## src/hdl/qrf_pkg.sv

```systemverilog
// ----------------------------------------------------------------------------
// qrf_pkg
// Shared types, register codes and constants of the QR finder row detector.
// ----------------------------------------------------------------------------
package qrf_pkg;

  localparam int DEF_MAX_ROW_WIDTH = 4096;

  localparam int RUN_W   = 13;  // run length and module width
  localparam int RNUM_W  = 3;   // run number 0..5
  localparam int TENTH_W = 6;   // bound registers
  localparam int PROD_W  = RUN_W + TENTH_W;
  localparam int CIDX_W  = 3;

  // Run numbers within a row.
  localparam logic [RNUM_W-1:0] RUN_MODULE   = 3'd0;
  localparam logic [RNUM_W-1:0] RUN_LIGHT1   = 3'd1;
  localparam logic [RNUM_W-1:0] RUN_CENTER   = 3'd2;
  localparam logic [RNUM_W-1:0] RUN_LIGHT2   = 3'd3;
  localparam logic [RNUM_W-1:0] RUN_DARK_END = 3'd4;
  localparam logic [RNUM_W-1:0] RUNS_DONE    = 3'd5;

  typedef enum logic [CIDX_W-1:0] {
    CFG_LIGHT1_MIN   = 3'd0,
    CFG_LIGHT1_MAX   = 3'd1,
    CFG_CENTER_MIN   = 3'd2,
    CFG_CENTER_MAX   = 3'd3,
    CFG_LIGHT2_MIN   = 3'd4,
    CFG_LIGHT2_MAX   = 3'd5,
    CFG_DARK_END_MIN = 3'd6,
    CFG_DARK_END_MAX = 3'd7
  } cfg_idx_t;

  typedef struct packed {
    logic [TENTH_W-1:0] light1_min;
    logic [TENTH_W-1:0] light1_max;
    logic [TENTH_W-1:0] center_min;
    logic [TENTH_W-1:0] center_max;
    logic [TENTH_W-1:0] light2_min;
    logic [TENTH_W-1:0] light2_max;
    logic [TENTH_W-1:0] dark_end_min;
    logic [TENTH_W-1:0] dark_end_max;
  } cfg_t;

  localparam cfg_t CFG_RESET = '{
    light1_min:   6'd9,
    light1_max:   6'd12,
    center_min:   6'd28,
    center_max:   6'd36,
    light2_min:   6'd8,
    light2_max:   6'd12,
    dark_end_min: 6'd8,
    dark_end_max: 6'd12
  };

  typedef struct packed {
    logic [TENTH_W-1:0] lo;
    logic [TENTH_W-1:0] hi;
  } bounds_t;

  // Bounds of one checked run; the module run and the done code have none.
  function automatic bounds_t run_bounds(input cfg_t cfg, input logic [RNUM_W-1:0] run);
    bounds_t b;
    b = '0;
    case (run)
      RUN_LIGHT1:   b = '{lo: cfg.light1_min,   hi: cfg.light1_max};
      RUN_CENTER:   b = '{lo: cfg.center_min,   hi: cfg.center_max};
      RUN_LIGHT2:   b = '{lo: cfg.light2_min,   hi: cfg.light2_max};
      RUN_DARK_END: b = '{lo: cfg.dark_end_min, hi: cfg.dark_end_max};
      default:      b = '0;
    endcase
    return b;
  endfunction

endpackage

```

## src/hdl/qrf_if.sv

```systemverilog
// ----------------------------------------------------------------------------
// qrf_pix_if / qrf_res_if
// Valid/ready channels for pixels in and row results out.
// ----------------------------------------------------------------------------
interface qrf_pix_if;
  logic valid;
  logic ready;
  logic pixel_light;
  logic row_end;

  modport source (output valid, output pixel_light, output row_end, input ready);
  modport sink   (input valid, input pixel_light, input row_end, output ready);
endinterface

interface qrf_res_if;
  import qrf_pkg::*;
  logic             valid;
  logic             ready;
  logic             row_match;
  logic [RUN_W-1:0] module_width;

  modport source (output valid, output row_match, output module_width, input ready);
  modport sink   (input valid, input row_match, input module_width, output ready);
endinterface

```

## src/hdl/qrf_run_check.sv

```systemverilog
// ----------------------------------------------------------------------------
// qrf_run_check
// Checks lo*module <= 10*len <= hi*module by integer cross-multiplication.
// ----------------------------------------------------------------------------
module qrf_run_check (
  input  qrf_pkg::bounds_t           bnd,
  input  logic [qrf_pkg::RUN_W-1:0] module_len,
  input  logic [qrf_pkg::RUN_W-1:0] run_len,
  output logic                       ok
);
  import qrf_pkg::*;

  logic [PROD_W-1:0] lo_prod;
  logic [PROD_W-1:0] hi_prod;
  logic [PROD_W-1:0] scaled;

  assign lo_prod = PROD_W'(bnd.lo) * PROD_W'(module_len);
  assign hi_prod = PROD_W'(bnd.hi) * PROD_W'(module_len);
  // Ten times the run length as 8x + 2x.
  assign scaled  = (PROD_W'(run_len) << 3) + (PROD_W'(run_len) << 1);
  assign ok      = (scaled >= lo_prod) && (scaled <= hi_prod);

endmodule

```

## src/hdl/qr_finder_row_detector_unit.sv

```systemverilog
// ----------------------------------------------------------------------------
// qr_finder_row_detector_unit
// Streams binarized row pixels and reports whether each row opens with the
// 1:1:3:1:1 finder ratio, together with the module width.
// ----------------------------------------------------------------------------
//  Channel   Dir  Payload                     Transfer
//  in_ch     in   pixel_light, row_end        valid & ready
//  out_ch    out  row_match, module_width     valid & ready, one per row end
//  cfg_*     in   cfg_index, cfg_wdata        cfg_we, eight 6-bit bounds
//
//  One pixel is taken every cycle while in_ch.ready is high; the row result is
//  registered, or held in the skid entry while out_ch stalls. Run tracking and
//  both bound checks sit between the run state registers and the result register.
//  Reset (rst_n low, synchronous) restores the default bounds and row start.
//  The result register is backed by a skid entry; in_ch.ready drops only
//  while the skid entry holds a result.
// ----------------------------------------------------------------------------
module qr_finder_row_detector_unit #(
  parameter int MAX_ROW_WIDTH = qrf_pkg::DEF_MAX_ROW_WIDTH
) (
  input  logic                       clk,
  input  logic                       rst_n,
  qrf_pix_if.sink                    in_ch,
  qrf_res_if.source                  out_ch,
  input  logic                       cfg_we,
  input  logic [qrf_pkg::CIDX_W-1:0] cfg_index,
  input  logic [qrf_pkg::TENTH_W-1:0] cfg_wdata
);
  import qrf_pkg::*;

  localparam logic [RUN_W-1:0] RUN_CAP =
    RUN_W'((MAX_ROW_WIDTH < 8191) ? MAX_ROW_WIDTH : 8191);

  cfg_t cfg_r;

  logic [RUN_W-1:0]  cnt_r, mod_r;
  logic [RNUM_W-1:0] rn_r;
  logic              prev_r, fail_r, start_r;

  logic [RUN_W-1:0]  cnt_a, mod_a, mod_b;
  logic [RNUM_W-1:0] rn_a;
  logic              prev_a, fail_a, fail_b;

  logic              ok_a, ok_b, tail_ok;
  bounds_t           bnd_a, bnd_b;

  logic              in_fire, res_valid, res_match;
  logic [RUN_W-1:0]  res_width;

  logic              out_valid_r, out_match_r;
  logic [RUN_W-1:0]  out_width_r;
  logic              skid_valid_r, skid_match_r;
  logic [RUN_W-1:0]  skid_width_r;

  // Configuration registers.
  always_ff @(posedge clk) begin
    if (!rst_n) begin
      cfg_r <= CFG_RESET;
    end else if (cfg_we) begin
      unique case (cfg_idx_t'(cfg_index))
        CFG_LIGHT1_MIN:   cfg_r.light1_min   <= cfg_wdata;
        CFG_LIGHT1_MAX:   cfg_r.light1_max   <= cfg_wdata;
        CFG_CENTER_MIN:   cfg_r.center_min   <= cfg_wdata;
        CFG_CENTER_MAX:   cfg_r.center_max   <= cfg_wdata;
        CFG_LIGHT2_MIN:   cfg_r.light2_min   <= cfg_wdata;
        CFG_LIGHT2_MAX:   cfg_r.light2_max   <= cfg_wdata;
        CFG_DARK_END_MIN: cfg_r.dark_end_min <= cfg_wdata;
        CFG_DARK_END_MAX: cfg_r.dark_end_max <= cfg_wdata;
      endcase
    end
  end

  assign in_ch.ready = !skid_valid_r;
  assign in_fire     = in_ch.valid && in_ch.ready;

  // Check of the run that a colour change closes.
  assign bnd_a = run_bounds(cfg_r, rn_r);
  qrf_run_check u_check_a (
    .bnd        (bnd_a),
    .module_len (mod_r),
    .run_len    (cnt_r),
    .ok         (ok_a)
  );

  // Check of the run that the row end cuts off.
  assign bnd_b = run_bounds(cfg_r, rn_a);
  qrf_run_check u_check_b (
    .bnd        (bnd_b),
    .module_len (mod_a),
    .run_len    (cnt_a),
    .ok         (ok_b)
  );

  // Runs never started have length zero and pass only with a zero minimum.
  assign tail_ok = ((rn_a >= RUN_LIGHT1)   || (cfg_r.light1_min   == '0)) &&
                   ((rn_a >= RUN_CENTER)   || (cfg_r.center_min   == '0)) &&
                   ((rn_a >= RUN_LIGHT2)   || (cfg_r.light2_min   == '0)) &&
                   ((rn_a >= RUN_DARK_END) || (cfg_r.dark_end_min == '0));

  always_comb begin
    cnt_a  = cnt_r;
    mod_a  = mod_r;
    rn_a   = rn_r;
    prev_a = prev_r;
    fail_a = fail_r;
    if (start_r) begin
      fail_a = in_ch.pixel_light;
      rn_a   = RUN_MODULE;
      cnt_a  = RUN_W'(1);
      prev_a = 1'b0;
    end else if (!fail_r && (rn_r < RUNS_DONE)) begin
      if (in_ch.pixel_light == prev_r) begin
        if (cnt_r < RUN_CAP) begin
          cnt_a = cnt_r + RUN_W'(1);
        end
      end else begin
        if (rn_r == RUN_MODULE) begin
          mod_a = cnt_r;
        end else if (!ok_a) begin
          fail_a = 1'b1;
        end
        rn_a   = rn_r + RNUM_W'(1);
        cnt_a  = RUN_W'(1);
        prev_a = in_ch.pixel_light;
      end
    end

    fail_b = fail_a;
    mod_b  = mod_a;
    if (!fail_a && (rn_a < RUNS_DONE)) begin
      if (rn_a == RUN_MODULE) begin
        mod_b = cnt_a;
      end else if (!ok_b) begin
        fail_b = 1'b1;
      end
      if (!tail_ok) begin
        fail_b = 1'b1;
      end
    end

    res_valid = in_fire && in_ch.row_end;
    res_match = !fail_b;
    res_width = res_match ? mod_b : '0;
  end

  // Run state.
  always_ff @(posedge clk) begin
    if (!rst_n) begin
      cnt_r   <= '0;
      mod_r   <= '0;
      rn_r    <= RUN_MODULE;
      prev_r  <= 1'b0;
      fail_r  <= 1'b0;
      start_r <= 1'b1;
    end else if (in_fire) begin
      if (in_ch.row_end) begin
        cnt_r   <= '0;
        mod_r   <= '0;
        rn_r    <= RUN_MODULE;
        prev_r  <= 1'b0;
        fail_r  <= 1'b0;
        start_r <= 1'b1;
      end else begin
        cnt_r   <= cnt_a;
        mod_r   <= mod_a;
        rn_r    <= rn_a;
        prev_r  <= prev_a;
        fail_r  <= fail_a;
        start_r <= 1'b0;
      end
    end
  end

  // Result register with a skid entry behind it.
  always_ff @(posedge clk) begin
    if (!rst_n) begin
      out_valid_r  <= 1'b0;
      skid_valid_r <= 1'b0;
    end else if (!out_valid_r || out_ch.ready) begin
      if (skid_valid_r) begin
        out_valid_r  <= 1'b1;
        skid_valid_r <= 1'b0;
      end else begin
        out_valid_r  <= res_valid;
      end
    end else if (res_valid) begin
      skid_valid_r <= 1'b1;
    end
  end

  always_ff @(posedge clk) begin
    if (!out_valid_r || out_ch.ready) begin
      if (skid_valid_r) begin
        out_match_r <= skid_match_r;
        out_width_r <= skid_width_r;
      end else begin
        out_match_r <= res_match;
        out_width_r <= res_width;
      end
    end else if (res_valid) begin
      skid_match_r <= res_match;
      skid_width_r <= res_width;
    end
  end

  assign out_ch.valid        = out_valid_r;
  assign out_ch.row_match    = out_match_r;
  assign out_ch.module_width = out_width_r;

  a_skid_behind_out: assert property (@(posedge clk) disable iff (!rst_n)
    skid_valid_r |-> out_valid_r)
    else $error("skid entry holds a result while the result register is empty");

  a_width_follows_match: assert property (@(posedge clk) disable iff (!rst_n)
    out_valid_r |-> (out_match_r == (out_width_r != '0)))
    else $error("module width disagrees with match flag");

  a_row_end_restarts: assert property (@(posedge clk) disable iff (!rst_n)
    (in_fire && in_ch.row_end) |=> (start_r && (rn_r == RUN_MODULE) && !fail_r))
    else $error("row end did not restart the run tracker");

  a_run_number_range: assert property (@(posedge clk) disable iff (!rst_n)
    rn_r <= RUNS_DONE)
    else $error("run number out of range");

  a_count_capped: assert property (@(posedge clk) disable iff (!rst_n)
    cnt_r <= RUN_CAP)
    else $error("run length above cap");

endmodule
```

## src/flat_wrapper.sv

```systemverilog
// flat-port wrapper written by rule: the top's interface ports become plain ports
module qr_finder_row_detector_unit_flat import qrf_pkg::*;
#(
  parameter int MAX_ROW_WIDTH = qrf_pkg::DEF_MAX_ROW_WIDTH
)
  (clk, rst_n, cfg_we, cfg_index, cfg_wdata, in_ch_valid, in_ch_pixel_light, in_ch_row_end, in_ch_ready, out_ch_valid, out_ch_row_match, out_ch_module_width, out_ch_ready);
  qrf_pix_if in_ch_i ();
  qrf_res_if out_ch_i ();
  input  logic clk;
  input  logic rst_n;
  input  logic cfg_we;
  input  logic [qrf_pkg::CIDX_W-1:0] cfg_index;
  input  logic [qrf_pkg::TENTH_W-1:0] cfg_wdata;
  input wire logic [$bits(in_ch_i.valid)-1:0] in_ch_valid;
  input wire logic [$bits(in_ch_i.pixel_light)-1:0] in_ch_pixel_light;
  input wire logic [$bits(in_ch_i.row_end)-1:0] in_ch_row_end;
  output wire logic [$bits(in_ch_i.ready)-1:0] in_ch_ready;
  output wire logic [$bits(out_ch_i.valid)-1:0] out_ch_valid;
  output wire logic [$bits(out_ch_i.row_match)-1:0] out_ch_row_match;
  output wire logic [$bits(out_ch_i.module_width)-1:0] out_ch_module_width;
  input wire logic [$bits(out_ch_i.ready)-1:0] out_ch_ready;
  assign in_ch_i.valid = in_ch_valid;
  assign in_ch_i.pixel_light = in_ch_pixel_light;
  assign in_ch_i.row_end = in_ch_row_end;
  assign in_ch_ready = in_ch_i.ready;
  assign out_ch_valid = out_ch_i.valid;
  assign out_ch_row_match = out_ch_i.row_match;
  assign out_ch_module_width = out_ch_i.module_width;
  assign out_ch_i.ready = out_ch_ready;
  qr_finder_row_detector_unit #(.MAX_ROW_WIDTH(MAX_ROW_WIDTH)) u_core (.clk(clk), .rst_n(rst_n), .in_ch(in_ch_i), .out_ch(out_ch_i), .cfg_we(cfg_we), .cfg_index(cfg_index), .cfg_wdata(cfg_wdata));
endmodule
```

## config.mk

```make
export PLATFORM = sky130hd
export DESIGN_NAME = qr_finder_row_detector_unit_flat
export DESIGN_NICKNAME = d
export VERILOG_FILES = /design/src/hdl/qrf_pkg.sv /design/src/hdl/qrf_if.sv /design/src/hdl/qrf_run_check.sv /design/src/hdl/qr_finder_row_detector_unit.sv /design/src/flat_wrapper.sv
export SDC_FILE = /design/constraint.sdc
export NUM_CORES = 1
export LEC_CHECK = 0
export BUFFER_PORTS_ARGS = -buffer_cell sky130_fd_sc_hd__buf_2
export CAP_MARGIN = 30
export CELL_PAD_IN_SITES_DETAIL_PLACEMENT = 0
export CELL_PAD_IN_SITES_GLOBAL_PLACEMENT = 2
export CORE_AREA = 5 5 223 225
export CTS_CLUSTER_SIZE = 40
export DETAILED_ROUTE_END_ITERATION = 8
export DIE_AREA = 0 0 228 230
export GPL_TIMING_DRIVEN = 0
export PLACE_DENSITY = 0.77
export SYNTH_ARGS = -nofsm -noshare
export SYNTH_HDL_FRONTEND = slang
export SYNTH_SLANG_ARGS = --single-unit
```

## constraint.sdc

```tcl
create_clock -name clk -period 8.2 [get_ports clk]
set_input_delay 1.23 -clock clk [delete_from_list [all_inputs] [get_ports clk]]
set_output_delay 1.23 -clock clk [all_outputs]
set_load 0.02 [all_outputs]
```

Yosys cells after proc, flatten, opt, wreduce, memory -nomap -nowiden
Index checks and enable logic that the tools add are counted.
{ "totals": {"ff_bits": 110, "latchBits": 0, "mem_bits_rw": 0, "rom_bits": 0, "in_bits": 16, "output_inout_bits": 16, "word_cells": 133, "n_memories": 0} }
{ "op_classes": {"addsub": 4, "multipliers": 4, "div_mod_pow": 0, "order_cmp": 11, "eq_ne": 17, "shifts": 0, "mux": 37, "bitwise_logic": 2, "reduce_logical": 38} }
{ "ops": {"columns": ["cell", "count"], "rows": [
  ["2-to-1 mux 13 bit", 14],
  ["one-hot mux 12 bit (4 select lines)", 2],
  ["multiplier 6 x 13 -> 19 bit", 4],
  [">= comparator 17 x 19 -> 1 bit", 2],
  ["<= comparator 19 bit", 2],
  ["adder 16 x 14 -> 17 bit", 2],
  ["zero test 6 bit", 4],
  ["== test 3 x 2 -> 1 bit (second input constant)", 6],
  ["== test 3 bit (second input constant)", 6],
  ["AND reduction 2 bit", 9],
  ["2-to-1 mux 1 bit", 17],
  ["adder 13 x 1 -> 13 bit (second input constant)", 1],
  ["less-than comparator 13 bit (second input constant)", 1],
  ["2-to-1 mux 3 bit", 4],
  ["== test 3 x 1 -> 1 bit (second input constant)", 3],
  ["logical AND 1 bit", 9],
  ["zero test 3 bit", 3],
  [">= comparator 3 x 2 -> 1 bit (second input constant)", 2],
  ["less-than comparator 3 bit (second input constant)", 2],
  ["zero test 1 bit", 5],
  ["logical OR 1 bit", 5],
  ["adder 3 x 1 -> 3 bit (second input constant)", 1],
  [">= comparator 3 x 1 -> 1 bit (second input constant)", 1],
  [">= comparator 3 bit (second input constant)", 1],
  ["other kinds (6)", 7]
]} }

Depth between registers and ports, before layout
{ "depth": {"ltp_word": 16, "ltp_mapped": 39} }

Modules after synthesis
Synthesis repeated with hierarchy kept, for this count alone.
{ "unflattened": {"cells_unflattened": 2050, "hier_area_um2": 17749.5} }
{ "modules_own_cells": {"columns": ["mod", "n_inst", "cells_each", "area_each_um2", "seq_area_each_um2"], "rows": [
  ["qrf_run_check (u_core.u_check_a)", 1, 720, 5950.7, 0.0],
  ["qrf_run_check (u_core.u_check_b)", 1, 726, 5929.4, 0.0],
  ["qr_finder_row_detector_unit", 1, 604, 5869.4, 2482.4]
]} }

Worst setup path before layout
Ideal clock, no wire load.
{ "synth_timing": {"path_type": "input-to-reg", "startpoint": "input in_ch_pixel_light", "endpoint": "register u_core.out_width_r[10], in the netlist u_core.out_ch.module_width[10] (data pin)", "setup_time_ps": 165, "arrival_time_ps": 8111, "t_required_ps": 8035, "slack_ps": -77, "stages": 32, "cell_sequence": "xnor2_1 > nor2_1 > a32o_1 > nor3_1 > a22oi_1 > nor2_1 > a221oi_1 > clkbuf_1 > or2_1 > fa_1 > fa_1 > fa_1 > inv_1 > ha_1 > a2111oi_0 > o21ai_1 > nand2_1 > o21ai_1 > a21o_1 > a21o_1 > xnor2_1 > ha_1 > nand4_1 > nor3_1 > o211ai_1 > nand3_1 > a211oi_1 > mux2i_1 > a41oi_1 > nand3_2 > buf_4 > o31ai_2"} }
{ "synth_between": {"elab_chain_len": 15} }
{ "synth_rtl": {"columns": ["element", "line_no", "rtl"], "rows": [
  ["start: declaration", "flat_wrapper.sv:15", "input wire logic [$bits(in_ch_i.pixel_light)-1:0] in_ch_pixel_light;"],
  ["== test 1 bit", "qr_finder_row_detector_unit.sv:112", "if (in_ch.pixel_light == prev_r) begin"],
  ["2-to-1 mux 3 bit", "qr_finder_row_detector_unit.sv:112", null],
  ["2-to-1 mux 3 bit", "qr_finder_row_detector_unit.sv:111", "end else if (!fail_r && (rn_r < RUNS_DONE)) begin"],
  ["2-to-1 mux 3 bit", "qr_finder_row_detector_unit.sv:106", "if (start_r) begin"],
  ["== test 3 bit (tied with other cells)", "qrf_pkg.sv:65", "case (run)"],
  ["one-hot mux 12 bit (4 select lines)", "qrf_pkg.sv:65", null],
  ["multiplier 6 x 13 -> 19 bit (on tied branches)", "qrf_run_check.sv:17, qrf_run_check.sv:18", null],
  [">= comparator 17 x 19 -> 1 bit / <= comparator 19 bit (equally long branches)", "qrf_run_check.sv:21", "assign ok = (scaled >= lo_prod) && (scaled <= hi_prod);"],
  ["logical AND 1 bit", "qrf_run_check.sv:21", null],
  ["2-to-1 mux 1 bit", "qr_finder_row_detector_unit.sv:133", "end else if (!ok_b) begin"],
  ["2-to-1 mux 1 bit", "qr_finder_row_detector_unit.sv:131", "if (rn_a == RUN_MODULE) begin"],
  ["2-to-1 mux 1 bit", "qr_finder_row_detector_unit.sv:136", "if (!tail_ok) begin"],
  ["2-to-1 mux 1 bit", "qr_finder_row_detector_unit.sv:130", "if (!fail_a && (rn_a < RUNS_DONE)) begin"],
  ["2-to-1 mux 13 bit *", "qr_finder_row_detector_unit.sv:143", "res_width = res_match ? mod_b : '0;"],
  ["2-to-1 mux 13 bit *", "qr_finder_row_detector_unit.sv:193", "if (skid_valid_r) begin"],
  ["end signal: assignment", "qr_finder_row_detector_unit.sv:195", "out_width_r <= skid_width_r;"],
  ["end signal: assignment", "qr_finder_row_detector_unit.sv:198", "out_width_r <= res_width;"],
  ["end: declaration", "qr_finder_row_detector_unit.sv:51", "logic [RUN_W-1:0] out_width_r;"]
]} }
Mark *: on every way between the ends. The rest lies on a longest branch, timed or not.
A chain may end at the register's enable or synchronous reset.

Worst setup path after layout
{ "layout_timing": {"startpoint": "input in_ch_pixel_light", "endpoint": "register u_core.out_width_r[7], in the netlist u_core.out_ch.module_width[7] (data pin)"} }
The elaborated chain is that of the path after synthesis.

==> impl_metrics.env <==
export IMPL_status="finished with violations"
export IMPL_violations="setup timing"
export IMPL_layout_drive_gt1_share=0.166
export IMPL_dp_cells=2734
export IMPL_r2r_slack_ns=0.01
export IMPL_synth_main_ff_cell="dfxtp_1"
export IMPL_synth_edf_count=28
export IMPL_worst_path_most_repeated_cell="buf_12"
export IMPL_die_h_um=230
export IMPL_critical_path_top_delay_family="compound AO/OA/AOI/OAI gates"
export IMPL_drt_iter0_markers=898
export IMPL_grt_pass1_vias=15397
export IMPL_yosysSeqAreaShare=0.143
export IMPL_stdcell_area_sq_um=20700
export IMPL_fin_cells=2829
export IMPL_cts_root_buf="clkbuf_16"
export IMPL_min_period_ns=8.29
export IMPL_grt_max_degree=20
export IMPL_cts_tree="built"
export IMPL_wl_um=55300
export IMPL_grt_pass1_wl_um=87300
export IMPL_dp_hpwl_um=43600
export IMPL_start_util=0.367
export IMPL_synth_nets=2488
export IMPL_wl_per_cell_um=19.6
export IMPL_first_pass_iters=5
export IMPL_yosysWarnings=0
export IMPL_htreeDepth=3
export IMPL_fillers=4776
export IMPL_die_w_um=228
export IMPL_grt_overflow=0
export IMPL_cts_buffers=9
export IMPL_drv_cap=0
export IMPL_p_per_area_nw_per_um2=58.5
export IMPL_synthToLayoutAreaGrowth_pct=18.9
export IMPL_via_per_inst=5.33
export IMPL_clock_sinks=110
export IMPL_critPathLaunchType="primary input"
export IMPL_fp_dieArea_sq_um=52400
export IMPL_syn_avg_cell_area_sq_um=8.32
export IMPL_gp_congestion=0.856
export IMPL_port_buffers=22
export IMPL_ios=32
export IMPL_hold_class="reg2reg"
export IMPL_final_common_cell="inv_1"
export IMPL_vias=15065
export IMPL_clk_path_buf_depth=2
export IMPL_maxSlewViolCount=0
export IMPL_layout_common_cells="inv_1 (229), nor2_1 (188), ha_1 (184)"
export IMPL_fmax_mhz=121
export IMPL_cp_slowest_stage_delay_ns=0.55
export IMPL_syn_instance_count=2090
export IMPL_fin_skew_ns=0.0124
export IMPL_synth_cell_types=76
export IMPL_vdd_ir_drop_max_uv=82.5
export IMPL_row_count=80
export IMPL_drtAntennaViolNets=0
export IMPL_worst_ep_required_time_ns=8.41
export IMPL_core_area_sq_um=47300
export IMPL_place_area_sq_um=18300
export IMPL_p_leak_nw=8.95
export IMPL_hold_viol=0
export IMPL_setup_violations=13
export IMPL_antenna_found_initial=1
export IMPL_setup_tns_final_ns=-0.830
export IMPL_cp_max_fo=7
export IMPL_period_share=1.01
export IMPL_cp_end_kind="flip-flop"
export IMPL_rsz0062_at_grt="true"
export IMPL_clk_latency_ns=0.38
export IMPL_syn_area_sq_um=17400
export IMPL_setup_slack_ns=-0.0860
export IMPL_tightest_slew_ns=1.09
export IMPL_clkTransAtPathRegs_ns=0.08
export IMPL_path_buf_inv=9
export IMPL_grtUsageTotal=0.207
export IMPL_max_slew_margin=0.273
export IMPL_nets=2606
export IMPL_synth_seq_cells=110
export IMPL_finalPower_w=0.00121
export IMPL_synthArstFlopShare=0
export IMPL_cpMaxStageDelayCell="fa_1"
export IMPL_crit_type="in2reg"
export IMPL_drc=0
export IMPL_arrival_ns=8.49
[where the power goes]
group	internal [W]	leakage, nW	total, W	switching, W
Clock	0.000211	0.133	0.000448	0.000237
Sequential	0.000565	0.932	0.000576	0.0000109
Combinational	0.0000718	7.89	0.000185	0.000114
Total	0.000848	8.95	0.00121	0.000361
[sequential cells by signal (all words and copies together), names as in the netlist]
register and cells:
u_core.cnt_r 13, u_core.cfg_r 48, u_core.mod_r 13, u_core.out_ch.module_width 13, u_core.skid_valid_r 1, u_core.out_ch.valid 1
u_core.prev_r 1, u_core.skid_match_r 1, u_core.fail_r 1, u_core.out_ch.row_match 1, u_core.start_r 1, u_core.skid_width_r 13
u_core.rn_r 3
[logic make-up (layout without fill, tap and decap cells)]
family          after synthesis  in the layout  share of synthesized area
compound gates              371            371                      0.142
mux                          62             62                     0.0360
buf+inv                     340            463                     0.0738
xor+xnor                     79             79                     0.0402
other cells                   0              1                          0
simple gates                746            746                      0.212
fa+ha+maj                   382            382                      0.353
flops                       110            110                      0.143
[synthesized netlist by cell type (all sizes together) (9+ instances only)]
cell type	number	area [sq um]
o21a	14	105
inv	241	905
nand3	29	150
nand4	19	119
a22oi	38	285
clkbuf	96	360
nand2b	17	106
nor4	9	56.3
a211oi	12	90.1
o31ai	16	145
o211ai	9	67.6
a21o	24	180
ha	200	2500
fa	182	3640
a21boi	10	75.1
nor2b	63	394
a221oi	12	105
a21oi	71	363
nor3	25	125
o21ai	102	510
dfxtp	82	1640
xor2	39	349
a32oi	13	114
nand2	172	646
and2	119	744
xnor2	40	350
nor2	213	802
or2	47	294
edfxtp	28	841
mux2i	58	581
[area by class of cell]
type	count	area (sq um)	area share
repair buffers	109	926	0.0448
clock buffers	9	225	0.0109
multi-input cells	1640	14700	0.713
inverters	241	910	0.0440
diodes	1	2.50	0.000121
well taps	615	769	0.0372
plain buffers	97	566	0.0274
flip-flops and latches	110	2480	0.120
clock inverters	7	58.8	0.00285
[per-layer routing]
| layer | global-route usage | vias to the layer above | part of all wire | wire length (um) |
|---|---|---|---|---|
| met3 | 0.0200 | 58 | 0.029 | 1630 |
| met1 | 0.282 | 7451 | 0.47 | 25800 |
| li1 | - | 7258 | - | - |
| met4 | 0.0518 | 0 | 0.020 | 1110 |
| met5 | 0 | - | 0 | 0 |
| met2 | 0.357 | 298 | 0.48 | 26800 |
[repair_timing]
action                                  CTS  global route
buffers inserted                         34            39
resized for setup                       182           145
endpoints found under the setup margin   29            29
gates cloned                              3             3
pin swaps                                38           105
hold buffers                              0             0
[stage by stage]
| step | util | hold slack (ns) | worst slack [ns] |
|---|---|---|---|
| floorplan | - | 0.457 | 0.00201 |
| global placement | 0.386 | 0.478 | -2.67 |
| detailed placement | 0.387 | 0.483 | -2.62 |
| CTS | 0.418 | 0.494 | 0.00323 |
| global route | 0.437 | 0.522 | -0.296 |
| finish | 0.437 | 0.497 | -0.0860 |
[path summary, 6_finish.rpt]
path              depth (start not counted)         startpoint                            end
setup / recovery                         36  in_ch_pixel_light  u_core.out_ch.module_width[7]
hold / removal                            2   u_core.cfg_r[40]               u_core.cfg_r[40]
setup reg to reg                         37     u_core.rn_r[2]  u_core.out_ch.module_width[7]
hold reg to reg                           2   u_core.cfg_r[40]               u_core.cfg_r[40]
[worst min-delay path: cells and delay by family (launching register included)]
kind               cells  cell delay (ns)
and+or+nand+nor        1             0.05
AOI/OAI and AO/OA      1             0.06
DFF                    1             0.33
Power figures use the tool's default switching activity.
